File: src/rtl/core/mpq_ram.sv
module mpq_ram #(
   parameter int WIDTH = 8,
   parameter int DEPTH = 16,
   parameter int ABITS = (DEPTH > 1) ? $clog2(DEPTH) : 1
) (
   input  logic             clock,
   input  logic             we,
   input  logic [ABITS-1:0] waddr,
   input  logic [WIDTH-1:0] wdata,
   input  logic [ABITS-1:0] raddr,
   output logic [WIDTH-1:0] rdata
);

   logic [WIDTH-1:0] mem [DEPTH];
   logic [WIDTH-1:0] rdata_ff;

   always_ff @(posedge clock) begin
      if (we) begin
         mem[waddr] <= wdata;
      end
      rdata_ff <= mem[raddr];
   end

   assign rdata = rdata_ff;

endmodule
File: config.mk
export PLATFORM = sky130hd
export DESIGN_NAME = mpq_ram
export DESIGN_NICKNAME = d
export VERILOG_FILES = /design/src/rtl/core/mpq_ram.sv
export SDC_FILE = /design/constraint.sdc
export NUM_CORES = 1
export LEC_CHECK = 0
export BUFFER_PORTS_ARGS = -buffer_cell sky130_fd_sc_hd__buf_2
export CORE_ASPECT_RATIO = 1.5
export CORE_UTILIZATION = 29
export CTS_CLUSTER_DIAMETER = 60
export CTS_CLUSTER_SIZE = 24
export DETAILED_ROUTE_END_ITERATION = 6
export PLACE_DENSITY = 0.49
export SETUP_SLACK_MARGIN = 0.5
export SYNTH_ARGS = -nofsm -noshare
export SYNTH_HDL_FRONTEND = slang
export SYNTH_SLANG_ARGS = --single-unit
File: constraint.sdc
create_clock -name clock -period 2.4 [get_ports clock]
set_clock_uncertainty 0.15 [all_clocks]
set_input_delay 0.12 -clock clock [delete_from_list [all_inputs] [get_ports clock]]
set_output_delay 0.12 -clock clock [all_outputs]
set_load 0.02 [all_outputs]
==> results.ini <==
[setup_path]
worst-r2r-setup-slack_ps=830
timing.setup.critical_path_class=reg2reg
worst_ep_arrival_time_ps=1710
timing.rr.end=rdata[2]
worst-path-max-fanout=1
worst_r2r_startpoint=mem[5][2]
critPathCaptureType=flop
worst-endpoint-required_ps=2540
startpoint_type=flop
worst-r2r-cell-count=3

[floorplan]
initial_utilization_pct=29.7
die_ar_um2=18300
core_area_um2=17300
width_of_the_die_um=111
row_count=59
die_h_um=165
boundaryPins=26

[clock_network]
tritoncts_clock_tree=yes
clock_insertion_delay_at_the_later_pin_of_the_skew_report_ps=410
cts_made_buffers=17
numClockSinks=136
post_cts.resized_instances=0
htreeDepth=4
postCtsHoldBufs=8
clk_pin_slew_worst_paths_ps=60
post_cts_buffers=0
clock_tree.root_cell=sky130_fd_sc_hd__clkbuf_16
clockBufferDepth=2

[placed_design]
port_buffers=25
dpl.cell_count=478
post-dp-hpwl_mm=7.01
place.gp.congestion=0.695

[hold_path]
min_from=waddr[0]
hold-path-cell-count=3
min_to=mem[0][4]
timing.hold.worst.class=in2reg

[synthesis]
synthesis.nets=247
library_cells_used_by_synthesis=19
synth-edff-count=128
dominantRegCellSynth=sky130_fd_sc_hd__edfxtp_1
asyncSetResetFlopFracSynth_pct=0
synth.cells.most_frequent=sky130_fd_sc_hd__edfxtp_1 (128), sky130_fd_sc_hd__mux4_2 (18), sky130_fd_sc_hd__a22oi_1 (16), sky130_fd_sc_hd__mux4_1 (14), sky130_fd_sc_hd__nor2_1 (13)
synth-seq-area-share_pct=77.8
syn_area_um2=5150
synth-seq-cells=136
synth.top_cell.area_share_pct=74.7
ys_top_cells_by_area=sky130_fd_sc_hd__edfxtp_1 (75%), sky130_fd_sc_hd__mux4_2 (7.9%), sky130_fd_sc_hd__mux4_1 (7.1%)
dominant_cell_by_count_in_the_synthesized_netlist=sky130_fd_sc_hd__edfxtp_1
synthesis.area_per_instance_um2=22.5
synthesis.instances=229
synth_largest_area_cell=sky130_fd_sc_hd__edfxtp_1
yosys_warnings=0

[layout]
regArea_um2=4000
syn2layout_area_growth_pct=22.7
filler_cells=1572
layout-drive-gt1-share_pct=30.8
post_route_insts_no_fill=518
insertedDiodeCount=0
final_net_count=310
multi_input_combinational_cell_area_um2=1060

[drt]
drc=0
dr_wl_met2_mm=5.56
avgViaCountPerCell=4.73
ant_nets=0
detail_route.iter0.violations=153
detail_route.first_pass.iterations=4
met3WireLength_um=309
total_via_count_after_detailed_routing=2451
finalWirelength_mm=10.7
wl_per_cell_um=20.7
top_layer_used=met4
met1Wirelength_mm=4.56

[sta]
finalCritPeriodShare_pct=65.6
final_report_hold_violation_count=0
finalSetupViolCount=0
pins_over_slew_limit=0
worst_slew_margin_rel_pct=45.1
setup_total_negative_slack_ps=0
tightestPinTransition_ps=820
post-route-min-period_ps=1570
peak_freq_mhz=635
rsz0062_at_grt=no

[global_route]
grt_start_max_net_pins=33
vias_in_the_first_global_route=2621
wire_length_of_the_first_global_routing_pass_mm=16.3
gr-usage-all-layers_pct=12.7
number_of_antenna_violations_at_the_first_check_in_global_routing=0
globalRoute.totalOverflow=0

[power_and_ir_drop]
seq_power_share_pct=47.9
cell_internal_pwr_uw=4440
static-leakage-power_uw=0.00213
power.share.switching_pct=20.4
power.density_cell_area_nw_per_um2=883
vdd_ir_drop_max_uv=425
fin_total_pwr_uw=5570
power.share.clock_pct=47.1
relative_contribution_of_combinational_cells_to_total_power_pct=5.0
netSwitchingPower_uw=1140

[status]
outcome=finished, final reports clean

[flow_run]
timing.max_cap.violations=0

-- worst max-delay path, cell delays in order (launching register included) --
cell	delay [ps]
sky130_fd_sc_hd__edfxtp_1	350
sky130_fd_sc_hd__mux4_1	560
sky130_fd_sc_hd__a22oi_1	300
sky130_fd_sc_hd__nand2_1	90
-- state kept, by name, summed over array words and instances, names as in the netlist --
signal / cells
mem: 128
rdata: 8
-- cell usage in the layout (no fill, tap or decap), types with 2 or more instances in the layout --
| master | n |
|---|---|
| sky130_fd_sc_hd__clkinvlp_4 | 3 |
| sky130_fd_sc_hd__nor2_1 | 13 |
| sky130_fd_sc_hd__clkinv_4 | 2 |
| sky130_fd_sc_hd__edfxtp_1 | 128 |
| sky130_fd_sc_hd__nand2b_1 | 2 |
| sky130_fd_sc_hd__clkinv_2 | 2 |
| sky130_fd_sc_hd__clkbuf_1 | 3 |
| sky130_fd_sc_hd__buf_4 | 19 |
| sky130_fd_sc_hd__nand3b_1 | 2 |
| sky130_fd_sc_hd__buf_12 | 2 |
| sky130_fd_sc_hd__nand2_1 | 9 |
| sky130_fd_sc_hd__clkbuf_16 | 17 |
| sky130_fd_sc_hd__a22oi_1 | 16 |
| sky130_fd_sc_hd__mux4_1 | 14 |
| sky130_fd_sc_hd__bufinv_16 | 3 |
| sky130_fd_sc_hd__dlygate4sd3_1 | 8 |
| sky130_fd_sc_hd__dfxtp_1 | 8 |
| sky130_fd_sc_hd__buf_2 | 25 |
| sky130_fd_sc_hd__nor3_1 | 4 |
| sky130_fd_sc_hd__mux4_2 | 18 |
-- how the worst max path moves through the flow --
stage / start / to / depth (start not counted)
3_3_place_gp: waddr[2] / mem[1][1] / 3
6_report: mem[5][2] / rdata[2] / 3
5_1_grt: mem[5][2] / rdata[2] / 3
3_5_place_dp: waddr[2] / mem[1][1] / 3
2_1_floorplan: waddr[2] / mem[0][0] / 2
4_1_cts: mem[5][2] / rdata[2] / 3
-- per-layer routing --
layer | GRT usage, % | vias up
met4 | 6.42 | 0
met2 | 22.0 | 59
met5 | 0 | -
li1 | - | 1098
met3 | 3.25 | 22
met1 | 14.6 | 1272
-- metrics by stage --
| step | hold slack (ps) | setup WS, ps | area, µm² | utilization, % |
|---|---|---|---|---|
| floorplan | 68.9 | 637 | 5150 | - |
| CTS | 110 | 834 | 6310 | 36.4 |
| detailed placement | 373 | 441 | 5640 | 32.5 |
| global route | 133 | 753 | 6310 | 36.4 |
| finish | 127 | 825 | 6310 | 36.4 |
| global placement | 359 | 433 | 5640 | 32.5 |
-- cells by family after synthesis --
logic type,share of synthesized area [%]
AND/OR/NAND/NOR,3.18
flip-flops,77.8
AO/OA/AOI/OAI,2.33
multiplexers,15.0
buffers and inverters,1.68
-- cell type report --
cell class | instances | share of cell area (%)
Tap cell | 213 | 4.22
Clock buffer | 21 | 7.13
Sequential cell | 136 | 63.4
Multi-Input combinational cell | 83 | 16.7
Clock inverter | 11 | 2.36
Timing Repair Buffer | 54 | 6.14
-- power groups by stage --
stage | clock network (µW) | logic, µW | registers (µW)
finish | 2630 | 277 | 2670
global route | 2770 | 300 | 2680
CTS | 2680 | 285 | 2670
detailed placement | 0 | 274 | 2720
global placement | 0 | 269 | 2720
floorplan | 0 | 135 | 2740
Power figures use the tool's default switching activity.
